[config.mk]
export PLATFORM = sky130hd
export DESIGN_NAME = rv32im_instruction_decoder
export DESIGN_NICKNAME = d
export VERILOG_FILES = /design/src/hw/rtl/rv32dec_pkg.sv /design/src/hw/rtl/rv32im_instruction_decoder.sv
export SDC_FILE = /design/constraint.sdc
export NUM_CORES = 1
export LEC_CHECK = 0
export ABC_AREA = 1
export BUFFER_PORTS_ARGS = -buffer_cell sky130_fd_sc_hd__buf_2
export CELL_PAD_IN_SITES_DETAIL_PLACEMENT = 1
export CELL_PAD_IN_SITES_GLOBAL_PLACEMENT = 1
export CORE_MARGIN = 3
export CORE_UTILIZATION = 38
export DETAILED_ROUTE_END_ITERATION = 8
export PLACE_DENSITY = 0.84
export SETUP_SLACK_MARGIN = 0.02
export SLEW_MARGIN = 20
export SYNTH_ARGS = -nofsm -noshare
export SYNTH_HDL_FRONTEND = slang
export SYNTH_SLANG_ARGS = --single-unit
[constraint.sdc]
create_clock -name i_clk -period 3.31 [get_ports i_clk]
set_input_delay 0.1655 -clock i_clk [delete_from_list [all_inputs] [get_ports i_clk]]
set_output_delay 0.1655 -clock i_clk [all_outputs]
set_load 0.02 [all_outputs]
[src/hw/rtl/rv32dec_pkg.sv]
// ----------------------------------------------------------------------------
// rv32dec_pkg
// Types, encodings and decode tables for the RV32IM/Zicsr instruction decoder.
// ----------------------------------------------------------------------------
package rv32dec_pkg;

    // Major opcodes
    localparam logic [6:0] OPC_MASK   = 7'h7f;
    localparam logic [6:0] OPC_LUI    = 7'h37;
    localparam logic [6:0] OPC_AUIPC  = 7'h17;
    localparam logic [6:0] OPC_JAL    = 7'h6f;
    localparam logic [6:0] OPC_JALR   = 7'h67;
    localparam logic [6:0] OPC_BRANCH = 7'h63;
    localparam logic [6:0] OPC_LOAD   = 7'h03;
    localparam logic [6:0] OPC_STORE  = 7'h23;
    localparam logic [6:0] OPC_OPIMM  = 7'h13;
    localparam logic [6:0] OPC_OP     = 7'h33;
    localparam logic [6:0] OPC_FENCE  = 7'h0f;
    localparam logic [6:0] OPC_SYSTEM = 7'h73;

    // funct7 codes
    localparam logic [6:0] F7_BASE = 7'h00;
    localparam logic [6:0] F7_ALT  = 7'h20;
    localparam logic [6:0] F7_MDIV = 7'h01;
    localparam logic [6:0] F7_MRET = 7'h18;

    // funct3 codes
    localparam logic [2:0] F3_ADD  = 3'd0;
    localparam logic [2:0] F3_SLL  = 3'd1;
    localparam logic [2:0] F3_SRL  = 3'd5;
    localparam logic [2:0] F3_PRIV = 3'd0;
    localparam logic [2:0] F3_CSR_RSVD = 3'd4;
    localparam logic [2:0] F3_FENCE   = 3'd0;
    localparam logic [2:0] F3_FENCE_I = 3'd1;
    localparam logic [2:0] F3_SW      = 3'd2;

    // rs2 field of the privileged system instructions
    localparam logic [4:0] RS2_ECALL  = 5'd0;
    localparam logic [4:0] RS2_EBREAK = 5'd1;
    localparam logic [4:0] RS2_MRET   = 5'd2;

    // Slot status
    localparam logic [1:0] ST_EMPTY   = 2'd0;
    localparam logic [1:0] ST_VALID   = 2'd1;
    localparam logic [1:0] ST_INVALID = 2'd2;

    // Functional units
    localparam logic [2:0] UNIT_ALU = 3'd0;
    localparam logic [2:0] UNIT_BRU = 3'd1;
    localparam logic [2:0] UNIT_LSU = 3'd2;
    localparam logic [2:0] UNIT_MUL = 3'd3;
    localparam logic [2:0] UNIT_DIV = 3'd4;
    localparam logic [2:0] UNIT_CSR = 3'd5;

    // Operand sources
    localparam logic [1:0] SRC_OFF = 2'd0;
    localparam logic [1:0] SRC_REG = 2'd1;
    localparam logic [1:0] SRC_IMM = 2'd2;

    // Operation codes
    localparam logic [5:0] OP_ILLEGAL = 6'd0;
    localparam logic [5:0] OP_LUI     = 6'd1;
    localparam logic [5:0] OP_AUIPC   = 6'd2;
    localparam logic [5:0] OP_JAL     = 6'd3;
    localparam logic [5:0] OP_JALR    = 6'd4;
    localparam logic [5:0] OP_BEQ     = 6'd5;
    localparam logic [5:0] OP_BNE     = 6'd6;
    localparam logic [5:0] OP_BLT     = 6'd7;
    localparam logic [5:0] OP_BGE     = 6'd8;
    localparam logic [5:0] OP_BLTU    = 6'd9;
    localparam logic [5:0] OP_BGEU    = 6'd10;
    localparam logic [5:0] OP_LB      = 6'd11;
    localparam logic [5:0] OP_LH      = 6'd12;
    localparam logic [5:0] OP_LW      = 6'd13;
    localparam logic [5:0] OP_LBU     = 6'd14;
    localparam logic [5:0] OP_LHU     = 6'd15;
    localparam logic [5:0] OP_SB      = 6'd16;
    localparam logic [5:0] OP_SH      = 6'd17;
    localparam logic [5:0] OP_SW      = 6'd18;
    localparam logic [5:0] OP_ADDI    = 6'd19;
    localparam logic [5:0] OP_SLTI    = 6'd20;
    localparam logic [5:0] OP_SLTIU   = 6'd21;
    localparam logic [5:0] OP_XORI    = 6'd22;
    localparam logic [5:0] OP_ORI     = 6'd23;
    localparam logic [5:0] OP_ANDI    = 6'd24;
    localparam logic [5:0] OP_SLLI    = 6'd25;
    localparam logic [5:0] OP_SRLI    = 6'd26;
    localparam logic [5:0] OP_SRAI    = 6'd27;
    localparam logic [5:0] OP_ADD     = 6'd28;
    localparam logic [5:0] OP_SUB     = 6'd29;
    localparam logic [5:0] OP_MUL     = 6'd30;
    localparam logic [5:0] OP_SLL     = 6'd31;
    localparam logic [5:0] OP_MULH    = 6'd32;
    localparam logic [5:0] OP_SLT     = 6'd33;
    localparam logic [5:0] OP_MULHSU  = 6'd34;
    localparam logic [5:0] OP_SLTU    = 6'd35;
    localparam logic [5:0] OP_MULHU   = 6'd36;
    localparam logic [5:0] OP_XOR     = 6'd37;
    localparam logic [5:0] OP_DIV     = 6'd38;
    localparam logic [5:0] OP_SRL     = 6'd39;
    localparam logic [5:0] OP_SRA     = 6'd40;
    localparam logic [5:0] OP_DIVU    = 6'd41;
    localparam logic [5:0] OP_OR      = 6'd42;
    localparam logic [5:0] OP_REM     = 6'd43;
    localparam logic [5:0] OP_AND     = 6'd44;
    localparam logic [5:0] OP_REMU    = 6'd45;
    localparam logic [5:0] OP_FENCE   = 6'd46;
    localparam logic [5:0] OP_FENCE_I = 6'd47;
    localparam logic [5:0] OP_ECALL   = 6'd48;
    localparam logic [5:0] OP_EBREAK  = 6'd49;
    localparam logic [5:0] OP_MRET    = 6'd50;
    localparam logic [5:0] OP_CSRRW   = 6'd51;
    localparam logic [5:0] OP_CSRRS   = 6'd52;
    localparam logic [5:0] OP_CSRRC   = 6'd53;
    localparam logic [5:0] OP_CSRRWI  = 6'd54;
    localparam logic [5:0] OP_CSRRSI  = 6'd55;
    localparam logic [5:0] OP_CSRRCI  = 6'd56;

    // ALU sub-operations
    localparam logic [3:0] ALU_LUI     = 4'd0;
    localparam logic [3:0] ALU_AUIPC   = 4'd1;
    localparam logic [3:0] ALU_ADD     = 4'd2;
    localparam logic [3:0] ALU_SLT     = 4'd3;
    localparam logic [3:0] ALU_SLTU    = 4'd4;
    localparam logic [3:0] ALU_XOR     = 4'd5;
    localparam logic [3:0] ALU_OR      = 4'd6;
    localparam logic [3:0] ALU_AND     = 4'd7;
    localparam logic [3:0] ALU_SLL     = 4'd8;
    localparam logic [3:0] ALU_SRL     = 4'd9;
    localparam logic [3:0] ALU_SRA     = 4'd10;
    localparam logic [3:0] ALU_SUB     = 4'd11;
    localparam logic [3:0] ALU_FENCE   = 4'd12;
    localparam logic [3:0] ALU_FENCE_I = 4'd13;
    localparam logic [3:0] ALU_ECALL   = 4'd14;
    localparam logic [3:0] ALU_EBREAK  = 4'd15;

    // Branch unit sub-operations
    localparam logic [3:0] BRU_JAL  = 4'd0;
    localparam logic [3:0] BRU_JALR = 4'd1;
    localparam logic [3:0] BRU_BEQ  = 4'd2;
    localparam logic [3:0] BRU_BNE  = 4'd3;
    localparam logic [3:0] BRU_BLT  = 4'd4;
    localparam logic [3:0] BRU_BGE  = 4'd5;
    localparam logic [3:0] BRU_BLTU = 4'd6;
    localparam logic [3:0] BRU_BGEU = 4'd7;
    localparam logic [3:0] BRU_MRET = 4'd8;

    // Load/store sub-operations
    localparam logic [3:0] LSU_LB  = 4'd0;
    localparam logic [3:0] LSU_LH  = 4'd1;
    localparam logic [3:0] LSU_LW  = 4'd2;
    localparam logic [3:0] LSU_LBU = 4'd3;
    localparam logic [3:0] LSU_LHU = 4'd4;
    localparam logic [3:0] LSU_SB  = 4'd5;
    localparam logic [3:0] LSU_SH  = 4'd6;
    localparam logic [3:0] LSU_SW  = 4'd7;

    // CSR sub-operations, shared by the immediate forms
    localparam logic [3:0] CSR_RW = 4'd0;
    localparam logic [3:0] CSR_RS = 4'd1;
    localparam logic [3:0] CSR_RC = 4'd2;

    typedef struct packed {
        logic        slot_enable;
        logic [31:0] instruction;
        logic        fetch_fault;
    } t_dec_in;

    typedef struct packed {
        logic [1:0]  status;
        logic [5:0]  op_code;
        logic [2:0]  unit;
        logic [3:0]  sub_op;
        logic [1:0]  arg1_source;
        logic [1:0]  arg2_source;
        logic [4:0]  src1_reg;
        logic [4:0]  src2_reg;
        logic [4:0]  dest_reg;
        logic [31:0] immediate;
        logic [11:0] csr_address;
        logic [3:0]  reg_flags;
    } t_dec_out;

    // Shared ALU sub-operation for the funct3 of OP and OP-IMM
    function automatic logic [3:0] alu_sub(input logic [2:0] f3);
        logic [3:0] s;
        case (f3)
            3'd0:    s = ALU_ADD;
            3'd1:    s = ALU_SLL;
            3'd2:    s = ALU_SLT;
            3'd3:    s = ALU_SLTU;
            3'd4:    s = ALU_XOR;
            3'd5:    s = ALU_SRL;
            3'd6:    s = ALU_OR;
            default: s = ALU_AND;
        endcase
        return s;
    endfunction

    function automatic logic [5:0] opimm_op(input logic [2:0] f3);
        logic [5:0] o;
        case (f3)
            3'd0:    o = OP_ADDI;
            3'd1:    o = OP_SLLI;
            3'd2:    o = OP_SLTI;
            3'd3:    o = OP_SLTIU;
            3'd4:    o = OP_XORI;
            3'd5:    o = OP_SRLI;
            3'd6:    o = OP_ORI;
            default: o = OP_ANDI;
        endcase
        return o;
    endfunction

    function automatic logic [5:0] op_op(input logic [2:0] f3);
        logic [5:0] o;
        case (f3)
            3'd0:    o = OP_ADD;
            3'd1:    o = OP_SLL;
            3'd2:    o = OP_SLT;
            3'd3:    o = OP_SLTU;
            3'd4:    o = OP_XOR;
            3'd5:    o = OP_SRL;
            3'd6:    o = OP_OR;
            default: o = OP_AND;
        endcase
        return o;
    endfunction

    function automatic logic [5:0] mdiv_op(input logic [2:0] f3);
        logic [5:0] o;
        case (f3)
            3'd0:    o = OP_MUL;
            3'd1:    o = OP_MULH;
            3'd2:    o = OP_MULHSU;
            3'd3:    o = OP_MULHU;
            3'd4:    o = OP_DIV;
            3'd5:    o = OP_DIVU;
            3'd6:    o = OP_REM;
            default: o = OP_REMU;
        endcase
        return o;
    endfunction

endpackage

[src/hw/rtl/rv32im_instruction_decoder.sv]
// ----------------------------------------------------------------------------
// rv32im_instruction_decoder
// Decodes one RV32IM/Zicsr instruction slot per cycle into micro-op fields.
// ----------------------------------------------------------------------------
//  Channel   Handshake               Payload
//  input     start / busy            i_item   (slot_enable, instruction, fault)
//  result    o_done (strobe)         o_result (status, op, unit, operands ...)
//
//  A beat is taken at every edge where start is high and busy is low; busy is
//  high only while reset is asserted. The slot is captured in an input
//  register, decoded combinationally and written to the result register,
//  so the result strobe follows r_in_vld and then r_out_vld; one beat per cycle.
//  Reset clears both valid flags. The receiver cannot stall, and no result is
//  ever held back.
// ----------------------------------------------------------------------------
module rv32im_instruction_decoder (
    input  logic                  i_clk,
    input  logic                  i_rst_n,
    input  logic                  start,
    output logic                  busy,
    input  rv32dec_pkg::t_dec_in  i_item,
    output logic                  o_done,
    output rv32dec_pkg::t_dec_out o_result
);

    rv32dec_pkg::t_dec_in  r_in;
    logic                  r_in_vld;
    rv32dec_pkg::t_dec_out r_out;
    logic                  r_out_vld;
    rv32dec_pkg::t_dec_out n_out;

    logic        accept;
    logic [31:0] w;
    logic [6:0]  opc;
    logic [6:0]  f7;
    logic [4:0]  rd;
    logic [4:0]  rs1;
    logic [4:0]  rs2;
    logic [2:0]  f3;
    logic [31:0] imm_i;
    logic [31:0] imm_s;
    logic [31:0] imm_b;
    logic [31:0] imm_u;
    logic [31:0] imm_j;
    logic        legal;
    logic        rd_en;
    rv32dec_pkg::t_dec_out dec;

    assign busy   = ~i_rst_n;
    assign accept = start & ~busy;

    assign w     = r_in.instruction;
    assign opc   = w[6:0] & rv32dec_pkg::OPC_MASK;
    assign rd    = w[11:7];
    assign f3    = w[14:12];
    assign rs1   = w[19:15];
    assign rs2   = w[24:20];
    assign f7    = w[31:25];
    assign imm_i = {{20{w[31]}}, w[31:20]};
    assign imm_s = {{20{w[31]}}, w[31:25], w[11:7]};
    assign imm_b = {{19{w[31]}}, w[31], w[7], w[30:25], w[11:8], 1'b0};
    assign imm_u = {w[31:12], 12'h000};
    assign imm_j = {{11{w[31]}}, w[31], w[19:12], w[20], w[30:21], 1'b0};

    // Main decode; fields are filled as the format uses them and cleared
    // below when the encoding turns out to be illegal.
    always_comb begin
        dec   = '0;
        legal = 1'b1;
        rd_en = 1'b0;
        case (opc)
            rv32dec_pkg::OPC_LUI: begin
                dec.op_code  = rv32dec_pkg::OP_LUI;
                dec.unit     = rv32dec_pkg::UNIT_ALU;
                dec.sub_op   = rv32dec_pkg::ALU_LUI;
                dec.immediate = imm_u;
                dec.dest_reg = rd;
                rd_en        = 1'b1;
            end
            rv32dec_pkg::OPC_AUIPC: begin
                dec.op_code  = rv32dec_pkg::OP_AUIPC;
                dec.unit     = rv32dec_pkg::UNIT_ALU;
                dec.sub_op   = rv32dec_pkg::ALU_AUIPC;
                dec.immediate = imm_u;
                dec.dest_reg = rd;
                rd_en        = 1'b1;
            end
            rv32dec_pkg::OPC_JAL: begin
                dec.op_code  = rv32dec_pkg::OP_JAL;
                dec.unit     = rv32dec_pkg::UNIT_BRU;
                dec.sub_op   = rv32dec_pkg::BRU_JAL;
                dec.immediate = imm_j;
                dec.dest_reg = rd;
                rd_en        = 1'b1;
            end
            rv32dec_pkg::OPC_JALR: begin
                dec.op_code     = rv32dec_pkg::OP_JALR;
                dec.unit        = rv32dec_pkg::UNIT_BRU;
                dec.sub_op      = rv32dec_pkg::BRU_JALR;
                dec.arg1_source = rv32dec_pkg::SRC_REG;
                dec.src1_reg    = rs1;
                dec.immediate   = imm_i;
                dec.dest_reg    = rd;
                rd_en           = 1'b1;
            end
            rv32dec_pkg::OPC_BRANCH: begin
                dec.unit        = rv32dec_pkg::UNIT_BRU;
                dec.arg1_source = rv32dec_pkg::SRC_REG;
                dec.src1_reg    = rs1;
                dec.arg2_source = rv32dec_pkg::SRC_REG;
                dec.src2_reg    = rs2;
                dec.immediate   = imm_b;
                case (f3)
                    3'd0: begin
                        dec.op_code = rv32dec_pkg::OP_BEQ;
                        dec.sub_op  = rv32dec_pkg::BRU_BEQ;
                    end
                    3'd1: begin
                        dec.op_code = rv32dec_pkg::OP_BNE;
                        dec.sub_op  = rv32dec_pkg::BRU_BNE;
                    end
                    3'd4: begin
                        dec.op_code = rv32dec_pkg::OP_BLT;
                        dec.sub_op  = rv32dec_pkg::BRU_BLT;
                    end
                    3'd5: begin
                        dec.op_code = rv32dec_pkg::OP_BGE;
                        dec.sub_op  = rv32dec_pkg::BRU_BGE;
                    end
                    3'd6: begin
                        dec.op_code = rv32dec_pkg::OP_BLTU;
                        dec.sub_op  = rv32dec_pkg::BRU_BLTU;
                    end
                    3'd7: begin
                        dec.op_code = rv32dec_pkg::OP_BGEU;
                        dec.sub_op  = rv32dec_pkg::BRU_BGEU;
                    end
                    default: legal = 1'b0;
                endcase
            end
            rv32dec_pkg::OPC_LOAD: begin
                dec.unit        = rv32dec_pkg::UNIT_LSU;
                dec.arg1_source = rv32dec_pkg::SRC_REG;
                dec.src1_reg    = rs1;
                dec.immediate   = imm_i;
                dec.dest_reg    = rd;
                rd_en           = 1'b1;
                case (f3)
                    3'd0: begin
                        dec.op_code = rv32dec_pkg::OP_LB;
                        dec.sub_op  = rv32dec_pkg::LSU_LB;
                    end
                    3'd1: begin
                        dec.op_code = rv32dec_pkg::OP_LH;
                        dec.sub_op  = rv32dec_pkg::LSU_LH;
                    end
                    3'd2: begin
                        dec.op_code = rv32dec_pkg::OP_LW;
                        dec.sub_op  = rv32dec_pkg::LSU_LW;
                    end
                    3'd4: begin
                        dec.op_code = rv32dec_pkg::OP_LBU;
                        dec.sub_op  = rv32dec_pkg::LSU_LBU;
                    end
                    3'd5: begin
                        dec.op_code = rv32dec_pkg::OP_LHU;
                        dec.sub_op  = rv32dec_pkg::LSU_LHU;
                    end
                    default: legal = 1'b0;
                endcase
            end
            rv32dec_pkg::OPC_STORE: begin
                dec.unit        = rv32dec_pkg::UNIT_LSU;
                dec.arg1_source = rv32dec_pkg::SRC_REG;
                dec.src1_reg    = rs1;
                dec.arg2_source = rv32dec_pkg::SRC_REG;
                dec.src2_reg    = rs2;
                dec.immediate   = imm_s;
                case (f3)
                    3'd0: begin
                        dec.op_code = rv32dec_pkg::OP_SB;
                        dec.sub_op  = rv32dec_pkg::LSU_SB;
                    end
                    3'd1: begin
                        dec.op_code = rv32dec_pkg::OP_SH;
                        dec.sub_op  = rv32dec_pkg::LSU_SH;
                    end
                    rv32dec_pkg::F3_SW: begin
                        dec.op_code = rv32dec_pkg::OP_SW;
                        dec.sub_op  = rv32dec_pkg::LSU_SW;
                    end
                    default: legal = 1'b0;
                endcase
            end
            rv32dec_pkg::OPC_OPIMM: begin
                dec.unit        = rv32dec_pkg::UNIT_ALU;
                dec.arg1_source = rv32dec_pkg::SRC_REG;
                dec.src1_reg    = rs1;
                dec.arg2_source = rv32dec_pkg::SRC_IMM;
                dec.immediate   = imm_i;
                dec.dest_reg    = rd;
                rd_en           = 1'b1;
                if (f3 == rv32dec_pkg::F3_SRL && f7 == rv32dec_pkg::F7_ALT) begin
                    dec.op_code = rv32dec_pkg::OP_SRAI;
                    dec.sub_op  = rv32dec_pkg::ALU_SRA;
                end else begin
                    dec.op_code = rv32dec_pkg::opimm_op(f3);
                    dec.sub_op  = rv32dec_pkg::alu_sub(f3);
                end
                // Shift immediates only allow the base funct7, or the alternate for srai.
                if (f3 == rv32dec_pkg::F3_SLL && f7 != rv32dec_pkg::F7_BASE) begin
                    legal = 1'b0;
                end
                if (f3 == rv32dec_pkg::F3_SRL && f7 != rv32dec_pkg::F7_BASE
                        && f7 != rv32dec_pkg::F7_ALT) begin
                    legal = 1'b0;
                end
            end
            rv32dec_pkg::OPC_OP: begin
                dec.arg1_source = rv32dec_pkg::SRC_REG;
                dec.src1_reg    = rs1;
                dec.arg2_source = rv32dec_pkg::SRC_REG;
                dec.src2_reg    = rs2;
                dec.dest_reg    = rd;
                rd_en           = 1'b1;
                dec.unit        = rv32dec_pkg::UNIT_ALU;
                if (f7 == rv32dec_pkg::F7_BASE) begin
                    dec.op_code = rv32dec_pkg::op_op(f3);
                    dec.sub_op  = rv32dec_pkg::alu_sub(f3);
                end else if (f7 == rv32dec_pkg::F7_ALT && f3 == rv32dec_pkg::F3_ADD) begin
                    dec.op_code = rv32dec_pkg::OP_SUB;
                    dec.sub_op  = rv32dec_pkg::ALU_SUB;
                end else if (f7 == rv32dec_pkg::F7_ALT && f3 == rv32dec_pkg::F3_SRL) begin
                    dec.op_code = rv32dec_pkg::OP_SRA;
                    dec.sub_op  = rv32dec_pkg::ALU_SRA;
                end else if (f7 == rv32dec_pkg::F7_MDIV) begin
                    // The low two funct3 bits select the operation within each unit.
                    dec.op_code = rv32dec_pkg::mdiv_op(f3);
                    dec.unit    = f3[2] ? rv32dec_pkg::UNIT_DIV : rv32dec_pkg::UNIT_MUL;
                    dec.sub_op  = {2'b00, f3[1:0]};
                end else begin
                    legal = 1'b0;
                end
            end
            rv32dec_pkg::OPC_FENCE: begin
                dec.unit = rv32dec_pkg::UNIT_ALU;
                if (rd == 5'd0 && rs1 == 5'd0 && f3 == rv32dec_pkg::F3_FENCE
                        && w[31:28] == 4'h0) begin
                    dec.op_code   = rv32dec_pkg::OP_FENCE;
                    dec.sub_op    = rv32dec_pkg::ALU_FENCE;
                    dec.immediate = {20'h00000, w[31:20]};
                end else if (rd == 5'd0 && rs1 == 5'd0 && f3 == rv32dec_pkg::F3_FENCE_I
                        && w[31:20] == 12'h000) begin
                    dec.op_code = rv32dec_pkg::OP_FENCE_I;
                    dec.sub_op  = rv32dec_pkg::ALU_FENCE_I;
                end else begin
                    legal = 1'b0;
                end
            end
            rv32dec_pkg::OPC_SYSTEM: begin
                if (f3 == rv32dec_pkg::F3_PRIV) begin
                    if (rd != 5'd0 || rs1 != 5'd0) begin
                        legal = 1'b0;
                    end else if (f7 == rv32dec_pkg::F7_BASE
                            && rs2 == rv32dec_pkg::RS2_ECALL) begin
                        dec.op_code = rv32dec_pkg::OP_ECALL;
                        dec.unit    = rv32dec_pkg::UNIT_ALU;
                        dec.sub_op  = rv32dec_pkg::ALU_ECALL;
                    end else if (f7 == rv32dec_pkg::F7_BASE
                            && rs2 == rv32dec_pkg::RS2_EBREAK) begin
                        dec.op_code = rv32dec_pkg::OP_EBREAK;
                        dec.unit    = rv32dec_pkg::UNIT_ALU;
                        dec.sub_op  = rv32dec_pkg::ALU_EBREAK;
                    end else if (f7 == rv32dec_pkg::F7_MRET
                            && rs2 == rv32dec_pkg::RS2_MRET) begin
                        dec.op_code = rv32dec_pkg::OP_MRET;
                        dec.unit    = rv32dec_pkg::UNIT_BRU;
                        dec.sub_op  = rv32dec_pkg::BRU_MRET;
                    end else begin
                        legal = 1'b0;
                    end
                end else if (f3 == rv32dec_pkg::F3_CSR_RSVD) begin
                    legal = 1'b0;
                end else begin
                    dec.unit        = rv32dec_pkg::UNIT_CSR;
                    dec.csr_address = w[31:20];
                    dec.dest_reg    = rd;
                    rd_en           = 1'b1;
                    case (f3)
                        3'd1:    dec.op_code = rv32dec_pkg::OP_CSRRW;
                        3'd2:    dec.op_code = rv32dec_pkg::OP_CSRRS;
                        3'd3:    dec.op_code = rv32dec_pkg::OP_CSRRC;
                        3'd5:    dec.op_code = rv32dec_pkg::OP_CSRRWI;
                        3'd6:    dec.op_code = rv32dec_pkg::OP_CSRRSI;
                        default: dec.op_code = rv32dec_pkg::OP_CSRRCI;
                    endcase
                    case (f3[1:0])
                        2'd1:    dec.sub_op = rv32dec_pkg::CSR_RW;
                        2'd2:    dec.sub_op = rv32dec_pkg::CSR_RS;
                        default: dec.sub_op = rv32dec_pkg::CSR_RC;
                    endcase
                    if (f3[2]) begin
                        // Immediate forms carry zimm in the rs1 field.
                        dec.arg1_source = rv32dec_pkg::SRC_IMM;
                        dec.immediate   = {27'h0000000, rs1};
                    end else begin
                        dec.arg1_source = rv32dec_pkg::SRC_REG;
                        dec.src1_reg    = rs1;
                    end
                end
            end
            default: legal = 1'b0;
        endcase
    end

    always_comb begin
        n_out = '0;
        if (r_in.slot_enable) begin
            if (!legal) begin
                n_out.status = rv32dec_pkg::ST_INVALID;
            end else begin
                n_out        = dec;
                n_out.status = r_in.fetch_fault ? rv32dec_pkg::ST_INVALID
                                                : rv32dec_pkg::ST_VALID;
                n_out.reg_flags = {
                    rd_en && (dec.dest_reg != 5'd0),
                    (dec.arg2_source == rv32dec_pkg::SRC_REG) && (dec.src2_reg != 5'd0),
                    (dec.arg1_source == rv32dec_pkg::SRC_REG) && (dec.src1_reg != 5'd0),
                    rd_en
                };
            end
        end
    end

    always_ff @(posedge i_clk) begin
        if (!i_rst_n) begin
            r_in_vld  <= 1'b0;
            r_out_vld <= 1'b0;
        end else begin
            r_in_vld  <= accept;
            r_out_vld <= r_in_vld;
        end
    end

    always_ff @(posedge i_clk) begin
        if (accept) begin
            r_in <= i_item;
        end
        if (r_in_vld) begin
            r_out <= n_out;
        end
    end

    assign o_done   = r_out_vld;
    assign o_result = r_out;

endmodule
==> impl_metrics.env, run 1 <==
export IMPL_status="finished, final reports clean"
export IMPL_dieArea_mm2=0.01777
export IMPL_die_w_um=133.3
export IMPL_maxCapViolCount=0
export IMPL_synth_top_area_share=0.5657
export IMPL_r2r_cells=13
export IMPL_rsz0062_at_grt="false"
export IMPL_routed_wl_um=21780
export IMPL_min_period_ns=2.870
export IMPL_skew_ns=0.01309
export IMPL_antenna_found_initial=0
export IMPL_routedWlPerCell_um=21.02
export IMPL_met2_length_um=11040
export IMPL_tightest_slew_ns=0.7256
export IMPL_cts_tree="done"
export IMPL_synth_cell_types=39
export IMPL_ys_warn_count=0
export IMPL_ys_top_cells_by_area="edfxtp_1 57%, nand2_1 6.8%, nor2_2 6.1%, nor2_1 4.9%, inv_1 4.3%"
export IMPL_rows=45
export IMPL_final_design_area_no_fill_mm2=0.008023
export IMPL_dr_max_layer_used="met4"
export IMPL_synth_area_mm2=0.006157
export IMPL_required_ns=3.48
export IMPL_final_hold_viol_count=0
export IMPL_crit_path_end="o_result[38]"
export IMPL_endpoint_kind="flip-flop"
export IMPL_grt_usage=0.2411
export IMPL_worstSetupPathType="reg2reg"
export IMPL_ioPinCount=121
export IMPL_insertedDiodeCount=0
export IMPL_max_freq_mhz=348.4
export IMPL_leakagePower_nw=3.248
export IMPL_wl_met3_um=1359
export IMPL_seq_area_frac_synth=0.5722
export IMPL_hold_path_startpoint="i_item[4]"
export IMPL_first_pass_iters=5
export IMPL_clkSinkCount=118
export IMPL_syn_avg_cell_area_um2=9.651
export IMPL_num_vias=5481
export IMPL_syn_to_final_growth_pct=30.30
export IMPL_wl_met1_um=8844
export IMPL_die_y_um=133.3
export IMPL_start_kind="flip-flop"
export IMPL_htree_num_levels=4
export IMPL_vias_per_cell=5.291
export IMPL_setup_tns_final_ns=0
export IMPL_drv_slew=0
export IMPL_critPathMaxFanout=20
export IMPL_grt_overflow=0
export IMPL_dp_hpwl_um=15300
export IMPL_first_global_vias=5665
export IMPL_p_per_area_mw_per_mm2=528.6
export IMPL_arrival_ns=3.04
export IMPL_core_area_mm2=0.01554
export IMPL_grt_pass1_wl_um=32690
export IMPL_grt_max_degree=84
export IMPL_crit_path_start="w[12]"
export IMPL_root_buffer="clkbuf_16"
export IMPL_routabilityCongestion=0.9512
export IMPL_initialDrtViolationCount=482
export IMPL_r2r_end="o_result[38]"
export IMPL_hp_class="in2reg"
export IMPL_synthCells=638
export IMPL_synth_nets=679
export IMPL_ir_drop_uv=361.9
export IMPL_max_slew_margin_rel=0.5145
export IMPL_drive_gt1_frac=0.3152
export IMPL_finalCritPeriodShare=0.8670
export IMPL_insertion_delay_ns=0.43
export IMPL_antenna_left=0
export IMPL_cts_made_buffers=17
export IMPL_r2r_start="w[12]"
export IMPL_clk_pin_slew_ns=0.06
export IMPL_cts_resized=0
export IMPL_placed_area_mm2=0.006995
export IMPL_start_util=0.3962
export IMPL_rrSetupSlack_ns=0.44
export IMPL_cts_max_path_buffers=2
export IMPL_mostFrequentLayoutCells="120 x buf_2, 116 x edfxtp_1, 111 x nand2_1"
export IMPL_ys_ff_latch=118
export IMPL_num_nets_final=853
export IMPL_yosysTopAreaCell="edfxtp_1"
export IMPL_layout_commonest_cell="buf_2"
export IMPL_drc=0
export IMPL_port_buffers=120
export IMPL_setup_violations=0
cell families (layout without fill, tap and decap cells):
kind of cell	after synthesis	count (layout)	share of synthesized area
AOI/OAI and AO/OA	72	72	0.06279
adders and majority gates	4	4	0.008129
buffers and inverters	91	278	0.06706
DFF	118	118	0.5722
and+or+nand+nor	353	353	0.2898
sequential cells by signal, summed over array words and instances, names as in the netlist:
| register | cells |
|---|---|
| r_in_vld | 1 |
| w | 32 |
| o_done | 1 |
| o_result | 82 |
| r_in | 2 |
per-stage QoR:
step / hold slack (ns) / worst slack (ns) / util / power, mW / instances
2_1_floorplan: 0.2590 / 0.7816 / - / 2.038 / 638
3_3_place_gp: 0.3432 / 0.6188 / 0.4502 / 2.185 / 967
3_5_place_dp: 0.3445 / 0.5126 / 0.4502 / 2.196 / 967
4_1_cts: 0.4412 / 0.4816 / 0.5145 / 4.247 / 1035
5_1_grt: 0.4456 / 0.2562 / 0.5163 / 4.359 / 1036
6_report: 0.4531 / 0.4401 / 0.5163 / 4.240 / 1036
where the power goes:
part           internal (mW)  total, mW  switching, mW
Sequential              1.73       1.80         0.0747
Combinational          0.134      0.413          0.279
Clock                   1.28       2.03          0.746
routing by layer:
metal	up-vias	track usage
met3	46	0.05325
met5	-	0
met2	252	0.4165
met1	2692	0.3019
met4	0	0.07657
li1	2491	-
synthesized netlist by cell type (all sizes together):
cell	count
nor2	150
nor3	9
clkbuf	2
o22ai	5
ha	4
o21ai	27
buf	9
inv	80
nand4	12
and3	1
dfxtp	2
edfxtp	116
nand3b	5
o2111ai	1
a21oi	34
a21boi	1
nand3	48
o211ai	2
nand2	125
and2	2
a221oi	1
nor3b	1
a31oi	1
critical path, stage by stage (launching register included):
cell and delay (ns):
edfxtp_1 0.56, inv_1 0.14, ha_1 0.32, inv_2 0.24, nor2_8 0.08, nor2_2 0.18, nand2_1 0.09, a21oi_1 0.15
nand3_1 0.10, nor2_2 0.13, nand2_4 0.09, nand2_8 0.19, buf_4 0.26, nor2_2 0.07
worst min path at each step:
stage               slack, ns  endpoint  cells past startpoint
floorplan                0.26    o_done                      2
CTS                      0.44     w[14]                      2
detailed placement       0.34     w[14]                      1
global placement         0.34     w[16]                      1
finish                   0.45      w[3]                      2
global route             0.45     w[23]                      2
area by class of cell:
cell class                 count  area, um^2
clock inverter                15       214.0
multi-input combinational    429        2221
inverter                      80       302.8
tap                          211       264.0
timing repair buffer         166        1069
sequential                   118        3527
fill                        1795        7517
clock buffer                  17       425.4
what timing repair did:
item | 4_1_cts | 5_1_grt
setup buffers | 0 | 0
endpoints found under the hold margin | 36 | 0
hold buffers | 36 | 0
Power figures use the tool's default switching activity.
==> run 2: changes to the inputs <==
Settings changed: CORE_UTILIZATION 38 to 42, CTS_CLUSTER_DIAMETER set to 120, PLACE_DENSITY 0.84 to 0.91.
Clock period 3.31 ns to 3.05 ns, I/O delays scaled along.
==> run 2 against run 1 <==
Cell count shrank 2.1%. Sequential power increased by 8%. Fmax grew 4.1%. Flip-flop and latch count did not move.
==> impl_metrics.env, run 2 (synthesis results as in run 1) <==
export IMPL_tightest_slew_ns=0.8634
export IMPL_min_period_ns=2.757
export IMPL_arrival_ns=2.93
export IMPL_holdWs_ns=0.4328
export IMPL_finalCritPeriodShare=0.9040
export IMPL_ir_drop_uv=347.3
export IMPL_cts_max_path_buffers=2
export IMPL_setup_violations=0
export IMPL_first_pass_iters=5
export IMPL_grt_usage=0.2836
export IMPL_first_global_vias=6031
export IMPL_num_nets_final=862
export IMPL_port_buffers=120
export IMPL_max_freq_mhz=362.7
export IMPL_dieArea_mm2=0.01615
export IMPL_insertion_delay_ns=0.43
export IMPL_die_y_um=127.1
export IMPL_setup_tns_final_ns=0
export IMPL_final_hold_viol_count=0
export IMPL_grt_max_degree=84
export IMPL_drc=0
export IMPL_dp_hpwl_um=15630
export IMPL_skew_ns=0.01169
export IMPL_final_seq_area_mm2=0.003527
export IMPL_drive_gt1_frac=0.3201
export IMPL_clkSinkCount=118
export IMPL_routedWlPerCell_um=22.21
export IMPL_worst_path_buf_inv=4
export IMPL_grt_overflow=0
export IMPL_min_path_cells=2
export IMPL_vias_per_cell=5.483
export IMPL_syn_to_final_growth_pct=30.85
export IMPL_drv_slew=0
export IMPL_worstSetupPathType="reg2reg"
export IMPL_hp_class="in2reg"
export IMPL_root_buffer="clkbuf_16"
export IMPL_ioPinCount=121
export IMPL_r2r_end="o_result[40]"
export IMPL_clk_pin_slew_ns=0.06
export IMPL_hold_path_end="r_in[0]"
export IMPL_rsz0062_at_grt="false"
export IMPL_start_kind="flip-flop"
export IMPL_multi_input_area_mm2=0.002221
export IMPL_required_ns=3.22
export IMPL_num_vias=5560
export IMPL_cts_resized=0
export IMPL_nFillCells=1613
export IMPL_rows=43
export IMPL_r2r_start="w[12]"
export IMPL_antenna_left=0
export IMPL_core_area_mm2=0.01410
export IMPL_routabilityCongestion=0.9733
export IMPL_critPathMaxFanout=19
export IMPL_p_per_area_mw_per_mm2=567.8
export IMPL_cp_common_cell="nor2_2"
export IMPL_status="finished, final reports clean"
export IMPL_cpPeakStageDelay_ns=0.46
export IMPL_rrSetupSlack_ns=0.29
export IMPL_r2r_cells=14
export IMPL_die_w_um=127.1
export IMPL_place_inst=941
export IMPL_antenna_found_initial=0
export IMPL_cts_tree="done"
export IMPL_grt_pass1_wl_um=34560
export IMPL_max_slew_margin_rel=0.4223
export IMPL_hold_path_startpoint="i_item[0]"
export IMPL_maxCapViolCount=0
export IMPL_worstPathCellList="buf_4 > ha_1 > buf_4 > nand2_4 > inv_2 > nor2_2 > nand2_1 > a21oi_1 > nand3_1 > nor2_2 > nand2_4 > nand2_8 > buf_12 > nor2_2"
export IMPL_layout_commonest_cell="buf_2"
export IMPL_largest_reg_flops=82
export IMPL_critPathTopFamily="simple AND/OR/NAND/NOR gates"
export IMPL_endpoint_kind="flip-flop"
export IMPL_routed_wl_um=22520
export IMPL_crit_path_top_delay_cell="edfxtp_1"
export IMPL_leakagePower_nw=3.283
export IMPL_insertedDiodeCount=0
export IMPL_htree_num_levels=4
export IMPL_stdcell_count=1014
export IMPL_cts_made_buffers=17
export IMPL_mostFrequentLayoutCells="120 x buf_2, 116 x edfxtp_1, 111 x nand2_1"
export IMPL_start_util=0.4368
export IMPL_initialDrtViolationCount=523
run 2: cell types whose count changed in the layout (fill, tap and decap cells not counted), sizes merged:
cell	change
clkbuf	+1
inv	-4
dlygate4sd3	+1
clkinv	+1
clkinvlp	+2
buf	+8
run 2: layer usage:
metal / GRT usage / up-vias / part of all wire
met5: 0 / - / 0
met4: 0.1527 / 0 / 0.048
met3: 0.06396 / 69 / 0.067
met2: 0.4972 / 281 / 0.52
met1: 0.3213 / 2698 / 0.37
li1: - / 2512 / -
run 2: where the power goes:
part | switching (mW) | internal, mW | leakage (nW)
clock network | 0.779 | 1.37 | 0.298
registers | 0.0718 | 1.87 | 1.01
logic | 0.318 | 0.156 | 1.98
run 2: worst reg2reg max path, cell delays in order (launching register included):
cell	delay [ns]
edfxtp_1	0.46
buf_4	0.18
ha_1	0.21
buf_4	0.18
nand2_4	0.12
inv_2	0.10
nor2_2	0.17
nand2_1	0.10
a21oi_1	0.13
nand3_1	0.12
nor2_2	0.14
nand2_4	0.10
nand2_8	0.20
buf_12	0.23
nor2_2	0.06
run 2: metrics by stage:
stage	area (um^2)	util	worst slack (ns)	power (mW)
finish	8056	0.5715	0.2927	4.574
CTS	8006	0.5680	0.2234	4.580
floorplan	6157	-	0.5216	2.211
global placement	7007	0.4971	0.3529	2.376
detailed placement	7007	0.4971	0.2415	2.395
global route	8056	0.5715	0.1451	4.709
run 2: how the worst max path moves through the flow:
stage                     startpoint           end  slack [ns]  cells past startpoint
final                          w[12]  o_result[40]        0.29                     14
after global routing           w[12]  o_result[32]        0.15                     14
after CTS                      w[12]  o_result[40]        0.22                     13
after detailed placement       w[12]  o_result[32]        0.24                     13
after global placement         w[12]  o_result[28]        0.35                     13
after floorplan             r_in_vld   o_result[0]        0.52                      0
run 2: what timing repair did:
action	4_1_cts	5_1_grt
hold endpoints to repair	36	0
setup endpoints to repair	0	3
hold buffers	37	0
buffers inserted	0	3
run 2: cell type report:
| type | instances | area share |
|---|---|---|
| repair buffers | 175 | 0.1429 |
| inverters | 80 | 0.03758 |
| clock inverters | 14 | 0.02485 |
| multi-input cells | 429 | 0.2757 |
| well taps | 180 | 0.02795 |
| flip-flops and latches | 118 | 0.4378 |
| clock buffers | 18 | 0.05327 |
==> run 3: changes to the inputs <==
Settings changed: REMOVE_ABC_BUFFERS set to 1.
==> run 3 against run 2 <==
Critical path depth shrank 4. Non-clock buffer count shrank 2. Clock-buffer cell count grew 6. Critical path type unchanged. Wire length shrank 7.1%. Cell count shrank 0.20%.
==> impl_metrics.env, run 3 (synthesis results as in run 1) <==
export IMPL_status="finished, final reports clean"
export IMPL_required_ns=3.29
export IMPL_dieArea_mm2=0.01615
export IMPL_routedWlPerCell_um=20.68
export IMPL_worstSetupPathType="reg2reg"
export IMPL_first_pass_iters=5
export IMPL_num_nets_final=860
export IMPL_grt_overflow=0
export IMPL_grt_max_degree=53
export IMPL_critPathMaxFanout=12
export IMPL_cts_max_path_buffers=2
export IMPL_syn_to_final_growth_pct=29.85
export IMPL_largest_reg_flops=82
export IMPL_ioPinCount=121
export IMPL_setup_violations=0
export IMPL_arrival_ns=3.01
export IMPL_dp_hpwl_um=15410
export IMPL_max_slew_margin_rel=0.4160
export IMPL_cp_common_cell="nand2_2"
export IMPL_tightest_slew_ns=0.8728
export IMPL_htree_num_levels=4
export IMPL_routed_wl_um=20930
export IMPL_root_buffer="clkbuf_16"
export IMPL_layout_setup_ws_ns=0.2831
export IMPL_drc=0
export IMPL_port_buffers=120
export IMPL_drive_gt1_frac=0.3149
export IMPL_die_w_um=127.1
export IMPL_rsz0062_at_grt="false"
export IMPL_clkSinkCount=118
export IMPL_cpPeakStageDelay_ns=0.46
export IMPL_finish_utilization=0.5672
export IMPL_hp_class="in2reg"
export IMPL_cts_made_buffers=17
export IMPL_worstPathCellList="inv_1 > ha_1 > inv_2 > nor2_8 > nand3_2 > nor2_4 > nand2_2 > nand2_2 > nand3_1 > nor2_1"
export IMPL_critPathTopFamily="simple AND/OR/NAND/NOR gates"
export IMPL_crit_path_top_delay_cell="edfxtp_1"
export IMPL_routabilityCongestion=0.9663
export IMPL_insertion_delay_ns=0.43
export IMPL_cts_tree="done"
export IMPL_die_y_um=127.1
export IMPL_endpoint_kind="flip-flop"
export IMPL_max_freq_mhz=361.4
export IMPL_p_per_area_mw_per_mm2=557.4
export IMPL_antenna_left=0
export IMPL_initialDrtViolationCount=549
export IMPL_mostFrequentLayoutCells="120 x buf_2, 116 x edfxtp_1, 111 x nand2_1"
export IMPL_first_global_vias=5817
export IMPL_clk_pin_slew_ns=0.06
export IMPL_place_ws_ns=0.2711
export IMPL_final_seq_area_mm2=0.003527
export IMPL_multi_input_area_mm2=0.002221
export IMPL_worst_path_buf_inv=2
export IMPL_grt_usage=0.2680
export IMPL_setup_tns_final_ns=0
export IMPL_maxCapViolCount=0
export IMPL_core_area_mm2=0.01410
export IMPL_num_vias=5507
export IMPL_vias_per_cell=5.442
export IMPL_insertedDiodeCount=0
export IMPL_rows=43
export IMPL_ir_drop_uv=357.5
export IMPL_antenna_found_initial=0
export IMPL_holdWs_ns=0.4332
export IMPL_start_util=0.4368
export IMPL_drv_slew=0
export IMPL_final_hold_viol_count=0
export IMPL_min_period_ns=2.767
export IMPL_leakagePower_nw=3.259
export IMPL_cts_resized=0
export IMPL_nFillCells=1618
export IMPL_totalPowerFinal_mw=4.457
export IMPL_grt_pass1_wl_um=32730
export IMPL_skew_ns=0.01072
export IMPL_finalCritPeriodShare=0.9072
export IMPL_start_kind="flip-flop"
export IMPL_layout_commonest_cell="buf_2"
==> run 3: cell types whose count changed in the layout (fill, tap and decap cells not counted), sizes merged <==
| cell | before | now |
|---|---|---|
| inv | 83 | 80 |
| clkinvlp | 3 | 1 |
| clkbuf | 18 | 24 |
| buf | 138 | 136 |
| bufinv | 4 | 3 |
==> run 3: repair_timing <==
item	in CTS	in global routing
setup buffers	0	4
hold endpoints to repair	36	0
endpoints found under the setup margin	0	33
hold buffers	37	0
==> run 3: cell type report <==
| type | count | area share |
|---|---|---|
| multi-input combinational | 429 | 0.2778 |
| sequential | 118 | 0.4412 |
| clock buffer | 24 | 0.06025 |
| clock inverter | 8 | 0.01518 |
| inverter | 80 | 0.03787 |
| tap | 180 | 0.02817 |
| timing repair buffer | 173 | 0.1396 |
==> run 3: path summary, 6_finish.rpt <==
check	start	endpoint	slack (ns)	cells after the start
worst max-delay path	w[12]	o_result[10]	0.28	10
worst min register to register	r_in[0]	o_result[80]	0.60	1
worst min-delay path	i_item[9]	w[8]	0.43	2
worst max register to register	w[12]	o_result[10]	0.28	10
==> run 3: stage by stage <==
stage,cells,instance area [um^2]
5_1_grt,1012,7995
6_report,1012,7995
3_3_place_gp,939,6992
2_1_floorplan,627,6047
4_1_cts,1008,7965
3_5_place_dp,939,6992
==> run 3: report_power, final <==
group	internal (mW)	total [mW]	switching (mW)
Sequential	1.88	1.95	0.0702
Clock	1.34	2.06	0.711
Combinational	0.149	0.456	0.307
==> run 3: per-layer routing <==
| layer | routed length (um) | GRT usage | vias up |
|---|---|---|---|
| met4 | 834 | 0.1331 | 0 |
| met1 | 8246 | 0.3200 | 2699 |
| met3 | 1180 | 0.04515 | 67 |
| li1 | - | - | 2505 |
| met5 | 0 | 0 | - |
| met2 | 10670 | 0.4682 | 236 |
